## config.mk

```make
export PLATFORM = sky130hd
export DESIGN_NAME = gripper_move_completion_monitor
export DESIGN_NICKNAME = d
export VERILOG_FILES = /design/src/rtl/core/gmcm_pkg.sv /design/src/rtl/core/gmcm_cfg_regs.sv /design/src/rtl/core/gmcm_judge.sv /design/src/rtl/core/gripper_move_completion_monitor.sv
export VERILOG_INCLUDE_DIRS = /design/src /design/src/rtl/core
export SDC_FILE = /design/constraint.sdc
export NUM_CORES = 1
export LEC_CHECK = 0
export BUFFER_PORTS_ARGS = -buffer_cell sky130_fd_sc_hd__clkbuf_2
export CORE_UTILIZATION = 45
export DETAILED_ROUTE_END_ITERATION = 10
export PLACE_DENSITY = 0.64
export SLEW_MARGIN = 20
export SYNTH_ARGS = -nofsm -noshare
export SYNTH_HDL_FRONTEND = slang
export SYNTH_SLANG_ARGS = --single-unit
```

## constraint.sdc

```tcl
create_clock -name clk_i -period 4.33 [get_ports clk_i]
set_clock_uncertainty 0.15 [all_clocks]
set_input_delay 0.2165 -clock clk_i [delete_from_list [all_inputs] [get_ports clk_i]]
set_output_delay 0.2165 -clock clk_i [all_outputs]
set_load 0.01 [all_outputs]
```

## src/rtl/core/gripper_move_completion_monitor_defines.svh

```systemverilog
// ----------------------------------------------------------------------------
// gripper move completion monitor assertion macros
// shared property wrappers, clocked on clk_i and disabled while rst_ni is low
// ----------------------------------------------------------------------------
`ifndef GRIPPER_MOVE_COMPLETION_MONITOR_DEFINES_SVH
`define GRIPPER_MOVE_COMPLETION_MONITOR_DEFINES_SVH

// same-cycle implication
`define GMCM_ASSERT_IMP(lbl, ante, cons, msg) \
  lbl: assert property (@(posedge clk_i) disable iff (!rst_ni) (ante) |-> (cons)) \
    else $error(msg);

// next-cycle implication
`define GMCM_ASSERT_NXT(lbl, ante, cons, msg) \
  lbl: assert property (@(posedge clk_i) disable iff (!rst_ni) (ante) |=> (cons)) \
    else $error(msg);

`endif

```

## src/rtl/core/gmcm_pkg.sv

```systemverilog
// ----------------------------------------------------------------------------
// gmcm_pkg
// types and constants of the gripper move completion monitor
// ----------------------------------------------------------------------------
package gmcm_pkg;

  localparam int unsigned PosBits  = 8;
  localparam int unsigned CfgBits  = 8;
  localparam int unsigned RepBits  = 8;
  localparam int unsigned AddrBits = 4;
  localparam int unsigned DataBits = 32;

  localparam logic [PosBits-1:0] ClosingLimit   = PosBits'(1) << (PosBits - 1);
  localparam logic [PosBits-1:0] NearOpenTarget = PosBits'(200);
  localparam logic [RepBits-1:0] RepeatMax      = {RepBits{1'b1}};

  localparam logic [CfgBits-1:0] PosTolRst     = CfgBits'(5);
  localparam logic [CfgBits-1:0] OpenThrRst    = CfgBits'(200);
  localparam logic [CfgBits-1:0] StableLimRst  = CfgBits'(10);
  localparam logic [CfgBits-1:0] OpenMinProgRst = CfgBits'(150);

  typedef enum logic [1:0] {
    OpStart    = 2'd0,
    OpFeedback = 2'd1,
    OpTimeout  = 2'd2
  } op_e;

  typedef enum logic [1:0] {
    StMoving  = 2'd0,
    StArrived = 2'd1,
    StStalled = 2'd2,
    StDropped = 2'd3
  } status_e;

  typedef enum logic [2:0] {
    OutPending = 3'd0,
    OutSuccess = 3'd1,
    OutGrasped = 3'd2,
    OutDropped = 3'd3,
    OutTimeout = 3'd4
  } outcome_e;

  typedef enum logic [1:0] {
    RegPosTol      = 2'd0,
    RegOpenThr     = 2'd1,
    RegStableLim   = 2'd2,
    RegOpenMinProg = 2'd3
  } reg_idx_e;

  typedef struct packed {
    logic [1:0]         operation;
    logic [PosBits-1:0] target_pos;
    logic [1:0]         status_code;
    logic [PosBits-1:0] feedback_pos;
  } in_item_t;

  typedef struct packed {
    logic       done_res;
    logic [2:0] outcome;
  } out_item_t;

  typedef struct packed {
    logic [CfgBits-1:0] pos_tolerance;
    logic [CfgBits-1:0] open_threshold;
    logic [CfgBits-1:0] stable_limit;
    logic [CfgBits-1:0] open_min_progress;
  } cfg_t;

  typedef struct packed {
    logic               active;
    logic [PosBits-1:0] target;
    logic               closing;
    logic               fb_seen;
    logic [PosBits-1:0] max_position;
    logic [PosBits-1:0] last_position;
    logic [RepBits-1:0] repeat_count;
  } trk_t;

endpackage

```

## src/rtl/core/gmcm_cfg_regs.sv

```systemverilog
// ----------------------------------------------------------------------------
// gmcm_cfg_regs
// apb register file holding tolerance, thresholds and limits
// ----------------------------------------------------------------------------
module gmcm_cfg_regs (
  input  logic                          clk_i,
  input  logic                          rst_ni,
  input  logic                          psel,
  input  logic                          penable,
  input  logic                          pwrite,
  input  logic [gmcm_pkg::AddrBits-1:0] paddr,
  input  logic [gmcm_pkg::DataBits-1:0] pwdata,
  output logic [gmcm_pkg::DataBits-1:0] prdata,
  output logic                          pready,
  output gmcm_pkg::cfg_t                cfg_o
);
  import gmcm_pkg::*;

  cfg_t     cfg_q;
  cfg_t     cfg_d;
  reg_idx_e idx;
  logic     wr_en;

  assign pready = 1'b1;
  assign idx    = reg_idx_e'(paddr[AddrBits-1:2]);
  assign wr_en  = psel && penable && pwrite && pready;

  always_comb begin
    cfg_d = cfg_q;
    if (wr_en) begin
      unique case (idx)
        RegPosTol:      cfg_d.pos_tolerance     = pwdata[CfgBits-1:0];
        RegOpenThr:     cfg_d.open_threshold    = pwdata[CfgBits-1:0];
        RegStableLim:   cfg_d.stable_limit      = pwdata[CfgBits-1:0];
        RegOpenMinProg: cfg_d.open_min_progress = pwdata[CfgBits-1:0];
        default:        cfg_d = cfg_q;
      endcase
    end
  end

  always_ff @(posedge clk_i or negedge rst_ni) begin
    if (!rst_ni) begin
      cfg_q.pos_tolerance     <= PosTolRst;
      cfg_q.open_threshold    <= OpenThrRst;
      cfg_q.stable_limit      <= StableLimRst;
      cfg_q.open_min_progress <= OpenMinProgRst;
    end else begin
      cfg_q <= cfg_d;
    end
  end

  always_comb begin
    unique case (idx)
      RegPosTol:      prdata = DataBits'(cfg_q.pos_tolerance);
      RegOpenThr:     prdata = DataBits'(cfg_q.open_threshold);
      RegStableLim:   prdata = DataBits'(cfg_q.stable_limit);
      RegOpenMinProg: prdata = DataBits'(cfg_q.open_min_progress);
      default:        prdata = '0;
    endcase
  end

  assign cfg_o = cfg_q;

endmodule

```

## src/rtl/core/gmcm_judge.sv

```systemverilog
// ----------------------------------------------------------------------------
// gmcm_judge
// decides the outcome of one item and the tracking state it leaves behind
// ----------------------------------------------------------------------------
module gmcm_judge (
  input  gmcm_pkg::in_item_t  item_i,
  input  gmcm_pkg::cfg_t      cfg_i,
  input  gmcm_pkg::trk_t      trk_i,
  output gmcm_pkg::trk_t      trk_o,
  output gmcm_pkg::out_item_t res_o
);
  import gmcm_pkg::*;

  op_e                op;
  status_e            st;
  logic [PosBits-1:0] p;
  logic [PosBits-1:0] diff;
  logic               near;
  logic               at_open;
  logic               repeated;
  logic [RepBits-1:0] rep_next;
  outcome_e           fb_out;
  outcome_e           res_out;

  assign op = op_e'(item_i.operation);
  assign st = status_e'(item_i.status_code);
  assign p  = item_i.feedback_pos;

  assign diff    = (p >= trk_i.target) ? (p - trk_i.target) : (trk_i.target - p);
  assign near    = {{CfgBits{1'b0}}, diff} <= {{PosBits{1'b0}}, cfg_i.pos_tolerance};
  assign at_open = {{CfgBits{1'b0}}, p} >= {{PosBits{1'b0}}, cfg_i.open_threshold};

  assign repeated = trk_i.fb_seen && (p == trk_i.last_position);
  assign rep_next = !repeated ? '0 :
                    (trk_i.repeat_count == RepeatMax) ? RepeatMax :
                    trk_i.repeat_count + RepBits'(1);

  always_comb begin
    fb_out = OutPending;
    priority if (st == StDropped) begin
      fb_out = OutDropped;
    end else if (st == StArrived && (near || (!trk_i.closing &&
                 trk_i.target >= NearOpenTarget && at_open))) begin
      fb_out = OutSuccess;
    end else if (st == StStalled && trk_i.closing) begin
      fb_out = OutGrasped;
    end else if (st == StStalled && at_open) begin
      fb_out = OutSuccess;
    end else if (near) begin
      fb_out = OutSuccess;
    end else if (rep_next >= cfg_i.stable_limit) begin
      fb_out = OutSuccess;
    end
  end

  always_comb begin
    trk_o   = trk_i;
    res_out = OutPending;
    res_o   = '0;
    unique case (op)
      OpStart: begin
        trk_o.active        = 1'b1;
        trk_o.target        = item_i.target_pos;
        trk_o.closing       = item_i.target_pos < ClosingLimit;
        trk_o.fb_seen       = 1'b0;
        trk_o.max_position  = '0;
        trk_o.last_position = '0;
        trk_o.repeat_count  = '0;
      end
      OpFeedback: begin
        if (trk_i.active) begin
          if (!trk_i.fb_seen || p > trk_i.max_position) begin
            trk_o.max_position = p;
          end
          trk_o.last_position = p;
          trk_o.repeat_count  = rep_next;
          trk_o.fb_seen       = 1'b1;
          res_out             = fb_out;
          res_o.done_res      = fb_out != OutPending;
          trk_o.active        = fb_out == OutPending;
        end
      end
      OpTimeout: begin
        if (trk_i.active) begin
          res_out = (!trk_i.closing && trk_i.fb_seen &&
                     {{CfgBits{1'b0}}, trk_i.max_position} >=
                     {{PosBits{1'b0}}, cfg_i.open_min_progress}) ? OutSuccess : OutTimeout;
          res_o.done_res = 1'b1;
          trk_o.active   = 1'b0;
        end
      end
      default: res_out = OutPending;
    endcase
    res_o.outcome = res_out;
  end

endmodule

```

## src/rtl/core/gripper_move_completion_monitor.sv

```systemverilog
// ----------------------------------------------------------------------------
// gripper_move_completion_monitor
// tracks gripper feedback for a move and reports when and how it finished
// ----------------------------------------------------------------------------
//  channel | direction | handshake              | payload
//  in      | input     | in_valid_i/in_ready_o  | in_item_i  (gmcm_pkg::in_item_t)
//  out     | output    | out_valid_o/out_ready_i| out_item_o (gmcm_pkg::out_item_t)
//  cfg     | input     | apb psel/penable/pready| paddr/pwdata/prdata
//
//  one beat per cycle in both directions while out_ready_i is high; a result is
//  offered once its input beat has passed the input register, then the result register
//  reset clears the move state and loads the register defaults
//  a stalled output holds the result while the input register still takes a
//  beat; in_ready_o falls only when both registers are full and out_ready_i is low
// ----------------------------------------------------------------------------
`include "gripper_move_completion_monitor_defines.svh"

module gripper_move_completion_monitor (
  input  logic                          clk_i,
  input  logic                          rst_ni,
  input  logic                          in_valid_i,
  output logic                          in_ready_o,
  input  gmcm_pkg::in_item_t            in_item_i,
  output logic                          out_valid_o,
  input  logic                          out_ready_i,
  output gmcm_pkg::out_item_t           out_item_o,
  input  logic                          psel,
  input  logic                          penable,
  input  logic                          pwrite,
  input  logic [gmcm_pkg::AddrBits-1:0] paddr,
  input  logic [gmcm_pkg::DataBits-1:0] pwdata,
  output logic [gmcm_pkg::DataBits-1:0] prdata,
  output logic                          pready
);
  import gmcm_pkg::*;

  cfg_t      cfg;
  in_item_t  in_q;
  logic      in_vld_q;
  out_item_t out_q;
  out_item_t res;
  logic      out_vld_q;
  trk_t      trk_q;
  trk_t      trk_d;
  logic      advance;
  logic      proc_fire;

  gmcm_cfg_regs u_cfg (
    .clk_i   (clk_i),
    .rst_ni  (rst_ni),
    .psel    (psel),
    .penable (penable),
    .pwrite  (pwrite),
    .paddr   (paddr),
    .pwdata  (pwdata),
    .prdata  (prdata),
    .pready  (pready),
    .cfg_o   (cfg)
  );

  gmcm_judge u_judge (
    .item_i (in_q),
    .cfg_i  (cfg),
    .trk_i  (trk_q),
    .trk_o  (trk_d),
    .res_o  (res)
  );

  assign advance    = !out_vld_q || out_ready_i;
  assign proc_fire  = in_vld_q && advance;
  assign in_ready_o = !in_vld_q || advance;

  // input register
  always_ff @(posedge clk_i or negedge rst_ni) begin
    if (!rst_ni) begin
      in_vld_q <= 1'b0;
    end else if (in_ready_o) begin
      in_vld_q <= in_valid_i;
    end
  end

  always_ff @(posedge clk_i) begin
    if (in_ready_o && in_valid_i) begin
      in_q <= in_item_i;
    end
  end

  // move state and result register
  always_ff @(posedge clk_i or negedge rst_ni) begin
    if (!rst_ni) begin
      trk_q     <= '0;
      out_vld_q <= 1'b0;
    end else begin
      if (proc_fire) begin
        trk_q <= trk_d;
      end
      if (advance) begin
        out_vld_q <= in_vld_q;
      end
    end
  end

  always_ff @(posedge clk_i) begin
    if (proc_fire) begin
      out_q <= res;
    end
  end

  assign out_valid_o = out_vld_q;
  assign out_item_o  = out_q;

  `GMCM_ASSERT_IMP(a_done_matches_outcome, out_vld_q, (out_q.done_res == (out_q.outcome != OutPending)), "done flag disagrees with outcome")
  `GMCM_ASSERT_NXT(a_done_ends_move, proc_fire && res.done_res, !trk_q.active, "move still active after finishing beat")
  `GMCM_ASSERT_NXT(a_start_opens_move, proc_fire && (in_q.operation == OpStart), trk_q.active && !trk_q.fb_seen, "start beat did not open a fresh move")

endmodule

```

# ---- Yosys cells after proc, flatten, opt, wreduce, memory -nomap -nowiden
# Index checks and enable logic that the tools add are counted.
dict set report word_totals {
  regBits 93
  latch_bits 0
  ramBits 0
  mem_bits_ro 0
  in_bits 63
  out_inout_bits 39
  elab_cells 98
  mem_count 0
}
dict set report op_classes {
  add_sub_neg 3
  n_mul 0
  n_div 0
  magnitude_cmp 8
  eq_ne 12
  n_shift 0
  n_mux 22
  n_bitwise 0
  n_reduce_logical 34
}
# op count
set ops {}
lappend ops {{one-hot mux 32 bit (4 select lines)} 1}
lappend ops {{one-hot mux 25 bit (2 select lines)} 1}
lappend ops {{greater-or-equal comparator 8 bit} 4}
lappend ops {{2-to-1 mux 8 bit} 4}
lappend ops {{2-to-1 mux 25 bit} 1}
lappend ops {{2-to-1 mux 3 bit} 8}
lappend ops {{subtractor 8 bit} 2}
lappend ops {{logical AND 1 bit} 12}
lappend ops {{AND reduction 2 bit} 6}
lappend ops {{equality test 2 bit, second input constant} 5}
lappend ops {{adder 8 x 1 -> 8 bit, second input constant} 1}
lappend ops {{equality test 8 bit} 1}
lappend ops {{equality test 8 bit, second input constant} 1}
lappend ops {{greater-or-equal comparator 8 bit, second input constant} 1}
lappend ops {{greater-than comparator 8 bit} 1}
lappend ops {{<= comparator 8 bit} 1}
lappend ops {{< comparator 8 bit, second input constant} 1}
lappend ops {{equality test 2 x 1 -> 1 bit, second input constant} 3}
lappend ops {{one-hot mux 3 bit (2 select lines)} 1}
lappend ops {{nonzero test 3 bit} 2}
lappend ops {{zero test 1 bit} 4}
lappend ops {{zero test 2 bit} 2}
lappend ops {{logical OR 1 bit} 4}
lappend ops {{2-to-1 mux 1 bit} 4}
lappend ops {{other kinds (8)} 8}

# ---- Longest topological paths before layout
# Gate-level depths: netlist of the first run.
dict set report depth {
  ltp_word 13
  mapped_depth 17
  depth_no_buf 17
}

# ---- Cells and area by module
# From an unflattened synthesis of the first run, not the netlist that was laid out.
dict set report unflattened {
  cells_unflattened 602
  hier_area_um2 6625.1
}
# module n_inst cells_per_inst area_each_um2 seq_area_each_um2
set modules_own_cells {}
lappend modules_own_cells {gmcm_judge 1 389 2747.6 0.0}
lappend modules_own_cells {gripper_move_completion_monitor 1 106 2238.4 1646.6}
lappend modules_own_cells {gmcm_cfg_regs 1 107 1639.1 814.5}

# ---- Least setup slack after synthesis of the first run
# OpenSTA, ideal clock, no wires.
dict set report synth_timing {
  path_type {flip-flop to flip-flop}
  start {register in_q[0] (netlist bit)}
  end {register out_q, in the netlist out_item_o[3], data pin}
  setup_ns 0.268
  arrival_time_ns 3.418
  required_ns 3.912
  slack_ns 0.494
  path_stages_with_launch 18
  n_path_buf 0
  synth_period_minus_slack_ns 3.836
  cell_sequence {edfxtp_1 -> inv_1 -> ha_1 -> inv_1 -> fa_1 -> a21oi_1 -> a21o_1 -> a32oi_4 -> mux2i_1 -> o221ai_2 -> xor2_1 -> ha_1 -> nand4_1 -> nor2_1 -> a211oi_1 -> o31ai_1 -> nor4b_1 -> o21ai_0}
}
# element line_no
set synth_lines {}
lappend synth_lines {{start: declaration} gripper_move_completion_monitor.sv:38} ;# in_item_t in_q;
lappend synth_lines {{start signal: assignment} gripper_move_completion_monitor.sv:84} ;# in_q <= in_item_i;
lappend synth_lines {{end signal: assignment} gripper_move_completion_monitor.sv:105} ;# out_q <= res;
lappend synth_lines {{end: declaration} gripper_move_completion_monitor.sv:40} ;# out_item_t out_q;

==> results of run 1 <==
## area by class of cell
type	instances	area (sq um)
fillers	1077	5401
multi-input cells	370	2919
flip-flops and latches	93	2461
repair buffers	91	633.1
clock buffers	11	275.3
inverters	67	251.5
well taps	168	210.2
clock inverters	5	60.06
## logic make-up (layout without fill, tap and decap cells)
family / after synthesis / count (layout)
compound gates: 107 / 107
xor+xnor: 16 / 16
fa+ha+maj: 62 / 62
buf+inv: 103 / 174
flops: 93 / 93
mux: 47 / 47
other cells: 2 / 25
simple gates: 113 / 113
## cells in the final DEF (no fill, tap or decap), types with 12 or more instances in the layout
cell type,synthesis,layout
nor2_1,16,16
inv_1,67,67
conb_1,2,25
dlygate4sd3_1,0,30
ha_1,60,60
clkbuf_2,0,49
dfrtp_1,58,58
edfxtp_1,24,24
mux2i_1,13,12
nand2_1,43,43
mux2_2,26,26
a21oi_1,19,18
o21ai_0,38,38
## worst paths after layout
path	slack, ns	end
max	0.29	out_item_o[3]$_DFFE_PP_
min	0.02	u_cfg.cfg_o[16]$_DFFE_PN0P_
max reg2reg	0.29	out_item_o[3]$_DFFE_PP_
min reg2reg	0.33	trk_q[27]$_DFFE_PN0P_
max in group asynchronous	2.73	u_cfg.cfg_o[22]$_DFFE_PN1P_
min in group asynchronous	0.28	u_cfg.cfg_o[18]$_DFFE_PN0P_
## per-layer routing
metal	wire (um)	track usage, %	up-vias
li1	-	-	2036
met1	5518	26.05	2000
met2	6111	36.55	108
met3	584	4.955	18
met4	264	5.974	0
met5	0	0	-
## power by group
group          leakage [nW]  internal [mW]  switching [mW]
Clock                 0.167          0.521           0.350
Combinational          1.92          0.538           0.603
Sequential             1.08           1.08           0.118
## metrics by stage
| stage | power, mW | utilization [%] | cells | hold slack [ns] |
|---|---|---|---|---|
| 2_1_floorplan | 1.966 | - | 566 | -0.2291 |
| 3_3_place_gp | 2.247 | 50.32 | 759 | 0.1266 |
| 3_5_place_dp | 2.304 | 50.32 | 759 | 0.1409 |
| 4_1_cts | 3.213 | 55.52 | 805 | 0.001353 |
| 5_1_grt | 3.431 | 55.77 | 805 | 0.009662 |
| 6_report | 3.210 | 55.77 | 805 | 0.01820 |
## what timing repair did
item / CTS / global route
hold buffers: 30 / 0
setup endpoints to repair: 0 / 3
gates resized for setup: 0 / 5
hold endpoints to repair: 62 / 0
## critical path, cell delays in order (launching register included)
cell,delay (ns)
edfxtp_1,0.39
inv_1,0.09
ha_1,0.17
inv_1,0.05
fa_1,0.39
a21oi_2,0.20
a21o_1,0.18
a32oi_4,0.18
mux2i_4,0.26
o221ai_2,0.23
xor2_2,0.21
ha_1,0.28
nand4_1,0.12
nor2_1,0.08
a211oi_1,0.21
o31ai_1,0.16
nor4b_2,0.32
o21ai_0,0.12
## state kept, by name (all words and copies together) (netlist names)
signal and count:
in_q 20, u_cfg.cfg_o 32, in_vld_q 1, out_valid_o 1
trk_q 35, out_item_o 4
==> results.json, run 1 <==
{
  "synth_edf_count": 24,
  "reg2reg_from": "in_q[0]$_DFFE_PP_",
  "drtAntennaViolNets": 0,
  "drc_errors": 0,
  "wl_per_cell_um": 15.50,
  "synth_area_sq_mm": 0.005747,
  "post_dp_cell_area_sq_mm": 0.006145,
  "max-cap-violations": 0,
  "grt_pass1_wl_um": 21070,
  "cts_tree": "done",
  "final_area_sq_mm": 0.006810,
  "cts_buffers": 9,
  "rows": 40,
  "cts_num_sinks": 93,
  "min_path_type": "primary input to flop",
  "critPathArrivalTime_ns": 3.99,
  "fmax_ghz": 0.2473,
  "syn_inst": 543,
  "cp-startpoint": "in_q[0]$_DFFE_PP_",
  "status": "finished, final reports clean",
  "power_density_mw_per_mm2": 471.3,
  "post-cts-setup-buffers": 0,
  "rr_worst_depth": 17,
  "synth.distinct_cells": 53,
  "synth_fa_ha_area_share_pct": 13.76,
  "grt_pass1_vias": 4378,
  "final.setup.tns_ns": 0,
  "hp-start": "pwdata[0]",
  "total_leakage_power_nw": 3.171,
  "tightest_slew_ns": 0.9584,
  "io_pins": 102,
  "hpwl_um": 9541,
  "grt_overflow": 0,
  "synth.top_cell.area_share_pct": 25.26,
  "ys_ff_latch": 93,
  "finalHoldViolCount": 0,
  "via_per_inst": 5.170,
  "clock-root-buffer": "clkbuf_16",
  "die_area_sq_mm": 0.01323,
  "worst_ep_required_time_ns": 4.27,
  "synth_mux_area_share_pct": 10.49,
  "yosysMostFrequentCell": "inv_1",
  "setup_ws_ns": 0.2864,
  "async_flop_share_pct": 74.19,
  "diodes": 0,
  "synthXorXnorAreaFrac_pct": 2.438,
  "ys_top_cells_by_area": "dfrtp_1, ha_1, edfxtp_1, mux2_2, dfstp_2",
  "portBuffers": 50,
  "clk_pin_slew_ns": 0.07,
  "antenna_found_initial": 0,
  "critPathKind": "flop to flop",
  "drive_above_1_share_pct": 20.72,
  "rsz0062_at_grt": "no",
  "startpoint_type": "flop",
  "irDropWorstVdd_mv": 0.3147,
  "die_h_um": 115.0,
  "first_iter_violations": 194,
  "drtPass1Iterations": 4,
  "synth_top_family_by_area": "adder cells",
  "grt_start_max_net_pins": 42,
  "final_max_slew_viol_count": 0,
  "syn_avg_cell_area_sq_um": 10.58,
  "initial_utilization_pct": 47.06,
  "track_usage_pct": 21.02,
  "wl_um": 12480,
  "fin_crit_sh_pct": 93.39,
  "gp_congestion": 0.8791,
  "worstPathMaxFanout": 8,
  "synth_compound_area_share_pct": 12.37,
  "min_path_cells": 2,
  "core_sq_mm": 0.01221,
  "syn_to_final_growth_pct": 18.51,
  "htreeDepth": 3,
  "post-place-ws_ns": 0.08698,
  "clkLatencyLatePin_ns": 0.35,
  "synthSimpleGateAreaFrac_pct": 9.580,
  "synth-main-ff-cell": "dfrtp_1",
  "setup_viol": 0,
  "synth_common_cells": "inv_1, ha_1, dfrtp_1, nand2_1, o21ai_0",
  "end_kind": "flop",
  "die-width_um": 115.0,
  "synth_top_area_cell": "dfrtp_1",
  "cts_buffer_depth": 2,
  "nNetsFinal": 757,
  "vias": 4162,
  "yosysWarnings": 0,
  "slew_headroom_pct": 35.87,
  "seq_area_frac_synth_pct": 42.83,
  "fin_crit_ns": 4.044
}
Power figures use the tool's default switching activity.
==> inputs of run 2 (changes only) <==
--- a/config.mk
+++ b/config.mk
@@ -7,6 +7,7 @@
 export NUM_CORES = 1
 export LEC_CHECK = 0
 export BUFFER_PORTS_ARGS = -buffer_cell sky130_fd_sc_hd__clkbuf_2
+export CORE_ASPECT_RATIO = 1.5
 export CORE_UTILIZATION = 45
 export DETAILED_ROUTE_END_ITERATION = 10
 export PLACE_DENSITY = 0.64
==> run 2 against run 1 <==
  * Routed wire length increased by 3.6%
  * Global-route usage increased by 0.39 points
  * Total power decreased by 2.7%
  * Design area decreased by 0.62%
  * Die area about the same
  * Via count increased by 1.0%
  * Core utilization decreased by 1.4 points
  * Non-clock buffer count increased by 4
  * Critical path depth decreased by 2
  * Clock power decreased by 11%
  * Hold slack got worse by 0.0034 ns
  * Combinational power about the same
  * Critical path type unchanged
  * Largest cell class unchanged
  * Largest power group unchanged
==> results.json, run 2 (same netlist as run 1, synthesis figures left out) <==
{
  "multiInputGateArea_sq_mm": 0.002913,
  "fmax_ghz": 0.2476,
  "hold-path-endpoint": "out_valid_o$_DFFE_PN0P_",
  "setup_ws_ns": 0.2918,
  "finalHoldViolCount": 0,
  "grt_pass1_wl_um": 21160,
  "status": "finished, final reports clean",
  "hpwl_um": 9915,
  "first_iter_violations": 103,
  "initial_utilization_pct": 46.16,
  "fin_crit_sh_pct": 93.26,
  "track_usage_pct": 21.40,
  "min_path_cells": 3,
  "r2r_end": "out_item_o[3]$_DFFE_PP_",
  "die-width_um": 94.27,
  "largest-register": "trk_q",
  "drtAntennaViolNets": 0,
  "end_kind": "flop",
  "vias": 4205,
  "grt_pass1_vias": 4465,
  "die_area_sq_mm": 0.01324,
  "cts_num_sinks": 93,
  "wl_um": 12920,
  "drive_above_1_share_pct": 20.75,
  "die_h_um": 140.4,
  "setup_viol": 0,
  "clk_pin_slew_ns": 0.06,
  "irDropWorstVdd_mv": 0.2466,
  "grt_overflow": 0,
  "r2r_setup_slack_ns": 0.29,
  "hp-start": "out_ready_i",
  "startpoint_type": "flop",
  "power_density_mw_per_mm2": 461.4,
  "grt_start_max_net_pins": 45,
  "cts_tree": "done",
  "final_common_cell": "inv_1",
  "max-cap-violations": 0,
  "htreeDepth": 3,
  "drc_errors": 0,
  "antenna_found_initial": 0,
  "clock-root-buffer": "clkbuf_16",
  "clkLatencyLatePin_ns": 0.35,
  "worstPathMaxFanout": 8,
  "seq_area_sq_mm": 0.002461,
  "cts_buffer_depth": 2,
  "core_sq_mm": 0.01245,
  "diodes": 0,
  "final_max_slew_viol_count": 0,
  "wl_per_cell_um": 16.21,
  "drtPass1Iterations": 4,
  "reg2reg_from": "in_q[3]$_DFFE_PP_",
  "worst_ep_required_time_ns": 4.27,
  "slew_headroom_pct": 32.62,
  "rsz0062_at_grt": "no",
  "rows": 50,
  "final_cell_mix": "inv_1, ha_1, dfrtp_1",
  "syn_to_final_growth_pct": 17.77,
  "portBuffers": 50,
  "gp_congestion": 0.8538,
  "total_leakage_power_nw": 3.162,
  "post-place-ws_ns": 0.1394,
  "hold_ws_ns": 0.01483,
  "cts_buffers": 9,
  "via_per_inst": 5.276,
  "fillers": 1128,
  "critPathArrivalTime_ns": 3.98,
  "fin_crit_ns": 4.038,
  "largest_register_ffs": 35,
  "io_pins": 102,
  "tightest_slew_ns": 1.007,
  "rr_worst_depth": 15,
  "critPathKind": "flop to flop",
  "nNetsFinal": 761,
  "final.setup.tns_ns": 0,
  "min_path_type": "primary input to flop"
}
## run 2: cell type report
class | instances | area share [%]
Tap cell | 156 | 2.884
Clock buffer | 11 | 3.439
Sequential cell | 93 | 36.37
Clock inverter | 5 | 0.7580
Timing Repair Buffer | 95 | 9.798
Multi-Input combinational cell | 370 | 43.04
Inverter | 67 | 3.716
## run 2: how the worst max path moves through the flow
stage / from / end / slack, ns
final: in_q[3]$_DFFE_PP_ / out_item_o[3]$_DFFE_PP_ / 0.29
after global routing: in_q[0]$_DFFE_PP_ / out_item_o[3]$_DFFE_PP_ / 0.007
after CTS: in_q[0]$_DFFE_PP_ / out_item_o[3]$_DFFE_PP_ / 0.12
after detailed placement: in_q[0]$_DFFE_PP_ / out_item_o[3]$_DFFE_PP_ / 0.14
after global placement: in_q[0]$_DFFE_PP_ / out_item_o[3]$_DFFE_PP_ / 0.21
after floorplan: in_q[0]$_DFFE_PP_ / out_item_o[3]$_DFFE_PP_ / 0.49
## run 2: what timing repair did
action                     CTS  global route
buffers inserted             0             1
setup endpoints to repair    0             2
hold buffers                30             0
resized for setup            0             5
hold endpoints to repair    60             0
## run 2: per-layer routing
metal | track usage [%] | vias up | part of all wire (%)
li1 | - | 2040 | -
met1 | 21.96 | 2034 | 38
met2 | 40.39 | 103 | 55
met3 | 3.855 | 28 | 2.6
met4 | 10.36 | 0 | 3.7
met5 | 0 | - | 0
## run 2: stage by stage
stage	area (sq um)	std cells	power, mW	utilization, %
6_report	6768	797	3.123	54.36
5_1_grt	6768	797	3.334	54.36
4_1_cts	6736	796	3.120	54.11
3_5_place_dp	6152	750	2.318	49.42
3_3_place_gp	6152	750	2.279	49.42
2_1_floorplan	5833	566	1.966	-
## run 2: power breakdown
group          switching [mW]  total [mW]  internal, mW
logic                   0.600        1.14         0.544
clock network           0.333       0.777         0.444
registers               0.121        1.20          1.08
## run 2: worst max-delay path: stages, from the launching register on
cell and delay [ns]:
edfxtp_1 0.48, inv_1 0.09, ha_1 0.30, nand3_1 0.13
a21o_1 0.22, a32oi_4 0.41, mux2i_2 0.32, o221ai_2 0.14
xor2_1 0.17, ha_1 0.30, nand4_1 0.14, nor2_1 0.09
a211oi_2 0.23, o31ai_2 0.13, nor4b_2 0.35, o21ai_0 0.13
